`config.mk`:
```
export PLATFORM = sky130hd
export DESIGN_NAME = morse_key_decoder_flat
export DESIGN_NICKNAME = d
export VERILOG_FILES = /design/src/rtl/core/mkd_pkg.sv /design/src/rtl/core/mkd_tick_if.sv /design/src/rtl/core/mkd_res_if.sv /design/src/rtl/core/mkd_step.sv /design/src/rtl/core/morse_key_decoder.sv /design/src/flat_wrapper.sv
export SDC_FILE = /design/constraint.sdc
export NUM_CORES = 1
export LEC_CHECK = 0
export BUFFER_PORTS_ARGS = -buffer_cell sky130_fd_sc_hd__buf_2
export CAP_MARGIN = 10
export CORE_UTILIZATION = 59
export DETAILED_ROUTE_END_ITERATION = 12
export PLACE_DENSITY = 0.77
export SLEW_MARGIN = 20
export SYNTH_ARGS = -nofsm -noshare
export SYNTH_HDL_FRONTEND = slang
export SYNTH_HIERARCHICAL = 1
export SYNTH_SLANG_ARGS = --single-unit
```
`constraint.sdc`:
```
create_clock -name clk -period 10.45 [get_ports clk]
set_input_delay 2.09 -clock clk [delete_from_list [all_inputs] [get_ports clk]]
set_output_delay 2.09 -clock clk [all_outputs]
set_load 0.02 [all_outputs]
```
`src/rtl/core/mkd_pkg.sv`:
```
// mkd_pkg: types, constants and the letter lookup for the morse key decoder
// no dependencies; used by the result interface and every module of the block
package mkd_pkg;

	localparam int MAX_SYMBOLS = 8;
	localparam int SYM_CNT_W   = $clog2(MAX_SYMBOLS + 1);
	localparam int TIMER_W     = 16;
	localparam int CODE_W      = 7;
	localparam int REG_IDX_W   = 2;

	localparam logic [TIMER_W-1:0] TIMER_MAX          = '1;
	localparam logic [TIMER_W-1:0] DASH_THRESHOLD_RST = TIMER_W'(200);
	localparam logic [TIMER_W-1:0] LETTER_GAP_RST     = TIMER_W'(400);
	localparam logic [TIMER_W-1:0] SPACE_GAP_RST      = TIMER_W'(1000);
	localparam logic [CODE_W-1:0]  CODE_UNKNOWN       = CODE_W'(8'h3f);

	typedef enum logic [REG_IDX_W-1:0] {
		REG_DASH_THRESHOLD = 2'd0,
		REG_LETTER_GAP     = 2'd1,
		REG_SPACE_GAP      = 2'd2
	} reg_idx_t;

	typedef enum logic [1:0] {
		SYM_NONE = 2'd0,
		SYM_DOT  = 2'd1,
		SYM_DASH = 2'd2
	} symbol_t;

	typedef struct packed {
		logic [TIMER_W-1:0] dash_threshold;
		logic [TIMER_W-1:0] letter_gap;
		logic [TIMER_W-1:0] space_gap;
	} cfg_t;

	typedef struct packed {
		logic                   key_was_down;
		logic                   char_open;
		logic [TIMER_W-1:0]     press_ticks;
		logic [TIMER_W-1:0]     idle_ticks;
		logic [MAX_SYMBOLS-1:0] symbol_bits;
		logic [SYM_CNT_W-1:0]   symbol_count;
	} state_t;

	typedef struct packed {
		logic [1:0]        symbol;
		logic              char_valid;
		logic [CODE_W-1:0] char_code;
		logic              space_valid;
	} result_t;

	localparam logic [CODE_W-1:0] LEN1_TAB [2]  = '{7'h45, 7'h54};
	localparam logic [CODE_W-1:0] LEN2_TAB [4]  = '{7'h49, 7'h41, 7'h4e, 7'h4d};
	localparam logic [CODE_W-1:0] LEN3_TAB [8]  = '{7'h53, 7'h55, 7'h52, 7'h57,
	                                                7'h44, 7'h4b, 7'h47, 7'h4f};
	localparam logic [CODE_W-1:0] LEN4_TAB [16] = '{7'h48, 7'h56, 7'h46, 7'h3f,
	                                                7'h4c, 7'h3f, 7'h50, 7'h4a,
	                                                7'h42, 7'h58, 7'h43, 7'h59,
	                                                7'h5a, 7'h51, 7'h3f, 7'h3f};

	function automatic logic [CODE_W-1:0] decode_letter(
		input logic [MAX_SYMBOLS-1:0] bits,
		input logic [SYM_CNT_W-1:0]   count
	);
		logic [CODE_W-1:0] code;
		case (count)
			SYM_CNT_W'(1): code = LEN1_TAB[bits[0]];
			SYM_CNT_W'(2): code = LEN2_TAB[bits[1:0]];
			SYM_CNT_W'(3): code = LEN3_TAB[bits[2:0]];
			SYM_CNT_W'(4): code = LEN4_TAB[bits[3:0]];
			default:       code = CODE_UNKNOWN;
		endcase
		return code;
	endfunction

	function automatic logic [TIMER_W-1:0] sat_inc(input logic [TIMER_W-1:0] v);
		return (v == TIMER_MAX) ? TIMER_MAX : v + TIMER_W'(1);
	endfunction

endpackage

```
`src/rtl/core/mkd_tick_if.sv`:
```
// mkd_tick_if: input channel, one beat per key tick
// no dependencies; it does not import mkd_pkg
interface mkd_tick_if;
	logic valid;
	logic ready;
	logic key_down;

	modport source (output valid, output key_down, input ready);
	modport sink   (input valid, input key_down, output ready);
endinterface

```
`src/rtl/core/mkd_res_if.sv`:
```
// mkd_res_if: result channel, one beat per tick with symbol, character and space flags
// depends on mkd_pkg for the code width
interface mkd_res_if;
	import mkd_pkg::*;
	logic              valid;
	logic              ready;
	logic [1:0]        symbol;
	logic              char_valid;
	logic [CODE_W-1:0] char_code;
	logic              space_valid;

	modport source (output valid, output symbol, output char_valid, output char_code,
	                output space_valid, input ready);
	modport sink   (input valid, input symbol, input char_valid, input char_code,
	                input space_valid, output ready);
endinterface

```
`src/rtl/core/mkd_step.sv`:
```
// mkd_step: next state and result for one key tick, purely combinational
// depends on mkd_pkg
module mkd_step import mkd_pkg::*; (
	input  cfg_t    cfg,
	input  state_t  cur,
	input  logic    key_down,
	output state_t  nxt,
	output result_t res
);

	logic dash;

	always_comb begin
		nxt  = cur;
		res  = '0;
		dash = 1'b0;

		nxt.idle_ticks = sat_inc(cur.idle_ticks);
		if (cur.key_was_down) begin
			nxt.press_ticks = sat_inc(cur.press_ticks);
		end

		// press
		if (key_down && !cur.key_was_down) begin
			nxt.key_was_down = 1'b1;
			nxt.press_ticks  = '0;
			nxt.char_open    = 1'b1;
		end

		// release
		if (!key_down && cur.key_was_down) begin
			dash             = (nxt.press_ticks >= cfg.dash_threshold);
			nxt.key_was_down = 1'b0;
			nxt.idle_ticks   = '0;
			res.symbol       = dash ? SYM_DASH : SYM_DOT;
			if (cur.symbol_count < SYM_CNT_W'(MAX_SYMBOLS)) begin
				nxt.symbol_bits  = {cur.symbol_bits[MAX_SYMBOLS-2:0], dash};
				nxt.symbol_count = cur.symbol_count + SYM_CNT_W'(1);
			end
		end

		// character gap
		if (nxt.char_open && !key_down && nxt.idle_ticks >= cfg.letter_gap) begin
			res.char_valid   = 1'b1;
			res.char_code    = decode_letter(nxt.symbol_bits, nxt.symbol_count);
			nxt.symbol_bits  = '0;
			nxt.symbol_count = '0;
			nxt.char_open    = 1'b0;
		end

		// word gap
		if (!nxt.char_open && !key_down && nxt.idle_ticks >= cfg.space_gap) begin
			res.space_valid = 1'b1;
			nxt.idle_ticks  = '0;
		end
	end

endmodule

```
`src/rtl/core/morse_key_decoder.sv`:
```
// morse_key_decoder: top level, turns key ticks into dots, dashes, letters and spaces
// depends on mkd_pkg, mkd_tick_if, mkd_res_if and mkd_step
//
//   channel   dir  handshake            beat
//   tick      in   valid/ready          key_down
//   decode    out  valid/ready          symbol, char_valid, char_code, space_valid
//   wr_*      in   wr_en, no wait       wr_index, wr_data
//
// one tick per cycle sustained while result beats are taken; a tick's beat is taken into the
// input register and its result is offered from the result register. the decoder state
// advances as a tick moves from the input register into the result register. a stalled
// result register holds the input register, and tick.ready drops only when both hold a
// beat and the result beat is not taken.
// reset loads the register defaults and clears all decoder state.
module morse_key_decoder import mkd_pkg::*; (
	input  logic                 clk,
	input  logic                 arst_n,
	mkd_tick_if.sink             tick,
	mkd_res_if.source            decode,
	input  logic                 wr_en,
	input  logic [REG_IDX_W-1:0] wr_index,
	input  logic [TIMER_W-1:0]   wr_data
);

	cfg_t    cfg_q;
	state_t  state_q;
	state_t  state_nxt;
	result_t res_nxt;
	result_t res_s2;
	logic    key_s1;
	logic    vld_s1;
	logic    vld_s2;
	logic    out_free;
	logic    adv;

	assign out_free   = !vld_s2 || decode.ready;
	assign adv        = vld_s1 && out_free;
	assign tick.ready = !vld_s1 || out_free;

	always_ff @(posedge clk or negedge arst_n) begin
		if (!arst_n) begin
			cfg_q.dash_threshold <= DASH_THRESHOLD_RST;
			cfg_q.letter_gap     <= LETTER_GAP_RST;
			cfg_q.space_gap      <= SPACE_GAP_RST;
		end else if (wr_en) begin
			case (reg_idx_t'(wr_index))
				REG_DASH_THRESHOLD: cfg_q.dash_threshold <= wr_data;
				REG_LETTER_GAP:     cfg_q.letter_gap     <= wr_data;
				REG_SPACE_GAP:      cfg_q.space_gap      <= wr_data;
				default: ;
			endcase
		end
	end

	mkd_step u_step (
		.cfg      (cfg_q),
		.cur      (state_q),
		.key_down (key_s1),
		.nxt      (state_nxt),
		.res      (res_nxt)
	);

	always_ff @(posedge clk or negedge arst_n) begin
		if (!arst_n) begin
			state_q <= '0;
			vld_s1  <= 1'b0;
			vld_s2  <= 1'b0;
		end else begin
			if (tick.ready) begin
				vld_s1 <= tick.valid;
			end
			if (out_free) begin
				vld_s2 <= vld_s1;
			end
			if (adv) begin
				state_q <= state_nxt;
			end
		end
	end

	always_ff @(posedge clk) begin
		if (tick.ready && tick.valid) begin
			key_s1 <= tick.key_down;
		end
		if (adv) begin
			res_s2 <= res_nxt;
		end
	end

	assign decode.valid       = vld_s2;
	assign decode.symbol      = res_s2.symbol;
	assign decode.char_valid  = res_s2.char_valid;
	assign decode.char_code   = res_s2.char_code;
	assign decode.space_valid = res_s2.space_valid;

endmodule

```
`src/flat_wrapper.sv`:
```
// flat-port wrapper written by rule: the top's interface ports become plain ports
module morse_key_decoder_flat import mkd_pkg::*;
  (clk, arst_n, wr_en, wr_index, wr_data, tick_valid, tick_key_down, tick_ready, decode_valid, decode_symbol, decode_char_valid, decode_char_code, decode_space_valid, decode_ready);
  mkd_tick_if tick_i ();
  mkd_res_if decode_i ();
  input  logic clk;
  input  logic arst_n;
  input  logic wr_en;
  input  logic [REG_IDX_W-1:0] wr_index;
  input  logic [TIMER_W-1:0] wr_data;
  input wire logic [$bits(tick_i.valid)-1:0] tick_valid;
  input wire logic [$bits(tick_i.key_down)-1:0] tick_key_down;
  output wire logic [$bits(tick_i.ready)-1:0] tick_ready;
  output wire logic [$bits(decode_i.valid)-1:0] decode_valid;
  output wire logic [$bits(decode_i.symbol)-1:0] decode_symbol;
  output wire logic [$bits(decode_i.char_valid)-1:0] decode_char_valid;
  output wire logic [$bits(decode_i.char_code)-1:0] decode_char_code;
  output wire logic [$bits(decode_i.space_valid)-1:0] decode_space_valid;
  input wire logic [$bits(decode_i.ready)-1:0] decode_ready;
  assign tick_i.valid = tick_valid;
  assign tick_i.key_down = tick_key_down;
  assign tick_ready = tick_i.ready;
  assign decode_valid = decode_i.valid;
  assign decode_symbol = decode_i.symbol;
  assign decode_char_valid = decode_i.char_valid;
  assign decode_char_code = decode_i.char_code;
  assign decode_space_valid = decode_i.space_valid;
  assign decode_i.ready = decode_ready;
  morse_key_decoder u_core (.clk(clk), .arst_n(arst_n), .tick(tick_i), .decode(decode_i), .wr_en(wr_en), .wr_index(wr_index), .wr_data(wr_data));
endmodule
```
Word level (Yosys, flattened, before mapping)
Memory sizes are Yosys's and may differ from the RTL's.
Index checks and enable logic that the tools add are counted.
Word-level totals
  word-level logic and storage cells: 90
  memories kept: 2
  bits in read-only memories: 168
  output and inout bits: 13
  flip-flop bits (word level): 107
Memories
  (name not given): depth 16, width 7, read ports 1, clocked after Yosys merged registers in 0, write ports 0, RTL line mkd_pkg.sv:69  | SYM_CNT_W'(4): code = LEN4_TAB[bits[3:0]];
  (name not given): depth 8, width 7, read ports 1, clocked after Yosys merged registers in 0, write ports 0, RTL line mkd_pkg.sv:68  | SYM_CNT_W'(3): code = LEN3_TAB[bits[2:0]];
Cells by class
  reduce and logical (&&, ||, !) cells: 24
  mux-type cells: 24
  bitwise logic cells: 4
  order comparisons: 8
  $add $sub $neg: 3
  equality and inequality tests: 8
Operators with widths (number)
  two-way mux 16 bit: 4
  two-way mux 7 bit: 8
  >= comparator 16 bit: 3
  adder 16 x 1 -> 16 bit (second input constant): 2
  equality test 16 bit (second input constant): 2
  two-way mux 28 bit: 1
  case mux 7 bit (4 select lines): 1
  two-way mux 18 bit: 1
  binary-select mux 7 bit (select 2 bit): 1
  two-way mux 12 bit: 1
  two-way mux 11 bit: 1
  equality test 4 x 2 -> 1 bit (second input constant): 2
  logical AND 1 bit: 8
  two-way mux 8 bit: 1
  AND reduction 2 bit: 4
  nonzero test 2 bit: 3
  >= comparator 5 bit (second input constant): 1
  zero test 1 bit: 5
  two-way mux 5 bit: 1
  NOT 4 -> 5 bit: 1
  adder 4 x 1 -> 4 bit (second input constant): 1
  equality test 4 x 1 -> 1 bit (second input constant): 1
  equality test 4 x 3 -> 1 bit (second input constant): 1
  >= comparator 4 bit (second input constant): 1
  13 further kinds: 16

Logic depth before layout (Yosys ltp)
  depth after elaboration: 14
  mapped depth: 20
  gate-level depth less buffers: 19

By module
The synthesis kept the hierarchy.
By module, submodules not included
  morse_key_decoder: cells an instance 220, times used 1, area an instance 3985.1 um2
  mkd_step: cells an instance 426, times used 1, area an instance 2857.7 um2

Least setup slack after synthesis
OpenSTA, ideal clock, no wires.
  kind: input to output
  start: in decode_ready
  end: out tick_ready
  slack: 5.992 ns
  stages: 1
  path buffers: 0
  arrival time: 2.368 ns
  cell sequence: nand3b_1
Between the ends
  cells in the longest elaborated chain, start to end: 2
Ends and longest elaborated chain
  start: declaration: RTL line flat_wrapper.sv:19  | input wire logic [$bits(decode_i.ready)-1:0] decode_ready;
  logical OR 1 bit: RTL line morse_key_decoder.sv:36  | assign out_free = !vld_s2 || decode.ready;
  logical OR 1 bit: RTL line morse_key_decoder.sv:38  | assign tick.ready = !vld_s1 || out_free;
  end: declaration: RTL line flat_wrapper.sv:13  | output wire logic [$bits(tick_i.ready)-1:0] tick_ready;
No other way between the ends.

==> flow_summary.toml <==
[sta]
skew_ns = 0.01887
final_hold_viol_count = 0
final.setup.tns_ns = 0
fin_crit_sh_pct = 45.80
tightestPinTransition_ns = 1.087
rsz0062_at_grt = "false"
min_period_ns = 4.786
max_freq_mhz = 208.9
maxSlewViolCount = 0
max-slew-margin-rel_pct = 25.43
setup_viol_count_final = 0

[hold_path]
worstHoldPathType = "reg2reg"
hold_depth = 1
holdCritStartpoint = "u_core/vld_s1"
holdPathEnd = "u_core/decode.valid"

[route]
first_pass_iters = 5
via_count = 4762
drc = 0
vias_per_cell = 5.916
wl_per_cell_um = 16.78
totalWireLength_um = 13510
ant_nets = 0
drt_iter0_drc = 203

[run_status]
outcome = "complete, no violations"

[setup_path]
worstPathArrival_ns = 4.93
slowest_delay_ns = 0.56
critPathTopFamily = "compound AO/OA/AOI/OAI gates"
crit_chain = "ha_1 > nand3_1 > nor2_1 > nand2_1 > or3_1 > a21oi_1 > ha_1 > a21o_1 > o21ai_0 > o311ai_2 > a211oi_2 > a21oi_4 > inv_6 > ha_1 > and2_1 > a211oi_1 > o21ai_0 > o311ai_0 > o21a_1"
cp.required_ns = 10.60
critPathLaunch = "u_core/state_q[28]"
r2r-end = "u_core/decode.char_code[0]"
crit_fanout = 12
worstSetupPathType = "reg2reg"
critPathCaptureType = "flop"
worst-path-buf-inv = 1
ff2ff_path_depth = 19
cp_slowest_cell = "or3_1"
startpoint_type = "flop"
cpMostUsedCell = "ha_1"
rrSetupSlack_ns = 5.66
r2r_start = "u_core/state_q[28]"

[floorplanning]
rows = 38
io_pins = 37
start_util_pct = 61.01
dieHeight_um = 108.1
die_area_sq_um = 11690
die_w_um = 108.1
core_sq_um = 10890

[synth]
syn_inst = 630
syn-num-nets = 711
synth.yosys.warnings = 6
syn_area_per_cell_sq_um = 10.54
netlist_area_sq_um = 6643

[grt]
grt_max_degree = 62
grt_pass1_wl_um = 22750
antenna_found_initial = 0
grt.total_usage_pct = 25.52
grt_pass1_vias = 4786
overflow = 0

[clock_tree]
cts_tree = "done"
htreeDepth = 3
clock-root-buffer = "clkbuf_8"
cts_buffer_depth = 2
ctsHoldBuffers = 0
path_clk_slew_ns = 0.09
cts_sinks = 104
insertion_delay_ns = 0.39
post_cts_buffers = 0
cts_buffers = 9
cts_resized = 0

[power]
power_density_nw_per_um2 = 184.1
p_leak_nw = 3.420
irDropWorstVdd_mv = 0.1522

[finish]
final_area_sq_um = 7097
layout-drive-gt1-share_pct = 26.77
final_common_cell = "mux2_2"
layout_common_cells = "93 x mux2_2, 80 x dfrtp_1, 57 x ha_1"
nets = 741
synthToLayoutAreaGrowth_pct = 6.837
diodes = 0

[place]
place_hpwl_um = 9949
portBuffers = 36
gp_congestion = 0.8686
postPlaceCellArea_sq_um = 6898

[job]
maxCapViolations = 0
[layer usage]
metal	up-vias	wire, um	GRT usage (%)
met2	130	6633	43.31
li1	2292	-	-
met3	23	598	6.209
met4	0	270	9.491
met1	2317	6004	31.42
met5	-	0	0
[worst register-to-register path, stage by stage, from the launching register on]
cell and delay (ns):
dfrtp_1 0.41, ha_1 0.24, nand3_1 0.14, nor2_1 0.20
nand2_1 0.11, or3_1 0.56, a21oi_1 0.27, ha_1 0.30
a21o_1 0.18, o21ai_0 0.21, o311ai_2 0.16, a211oi_2 0.47
a21oi_4 0.18, inv_6 0.14, ha_1 0.20, and2_1 0.16
a211oi_1 0.05, o21ai_0 0.19, o311ai_0 0.15, o21a_1 0.23
[layout make-up]
type	count	area, sq um
Sequential cell	104	2678
Multi-Input combinational cell	450	3621
Clock buffer	11	141.4
Fill cell	857	3791
Timing Repair Buffer	40	212.7
Clock inverter	5	57.56
Inverter	55	211.5
Tap cell	140	175.2
[flip-flops by register name (all words and copies together) (netlist names)]
| signal | count |
|---|---|
| u_core/decode.char_code | 7 |
| u_core/state_q | 42 |
| u_core/vld_s1 | 1 |
| u_core/key_s1 | 1 |
| u_core/decode.symbol | 2 |
| u_core/decode.char_valid | 1 |
| u_core/decode.valid | 1 |
| u_core/cfg_q | 48 |
| u_core/decode.space_valid | 1 |
[worst max-delay path by stage]
| stage | end | slack, ns | cells after the start |
|---|---|---|---|
| final | u_core/decode.char_code[0] | 5.66 | 19 |
| after global routing | u_core/decode.char_code[0] | 5.21 | 19 |
| after CTS | u_core/decode.char_code[0] | 5.72 | 19 |
| after detailed placement | u_core/decode.char_code[0] | 5.79 | 19 |
| after global placement | tick_ready | 5.83 | 3 |
| after floorplan | tick_ready | 5.99 | 1 |
[power by group]
group	switching, mW	internal [mW]
logic	0.284	0.229
clock network	0.138	0.117
registers	0.0552	0.484
total	0.477	0.830
[per-stage QoR]
stage,power (mW),std cells,setup slack (ns),util [%],hold WS [ns]
final,1.306,805,5.664,65.18,0.5109
after global routing,1.401,805,5.212,65.18,0.5236
after CTS,1.310,805,5.723,65.18,0.5158
after detailed placement,1.050,789,5.790,63.35,0.4938
after global placement,1.027,789,5.833,63.35,0.4847
after floorplan,0.9344,630,5.992,-,0.4572
Power figures use the tool's default switching activity.
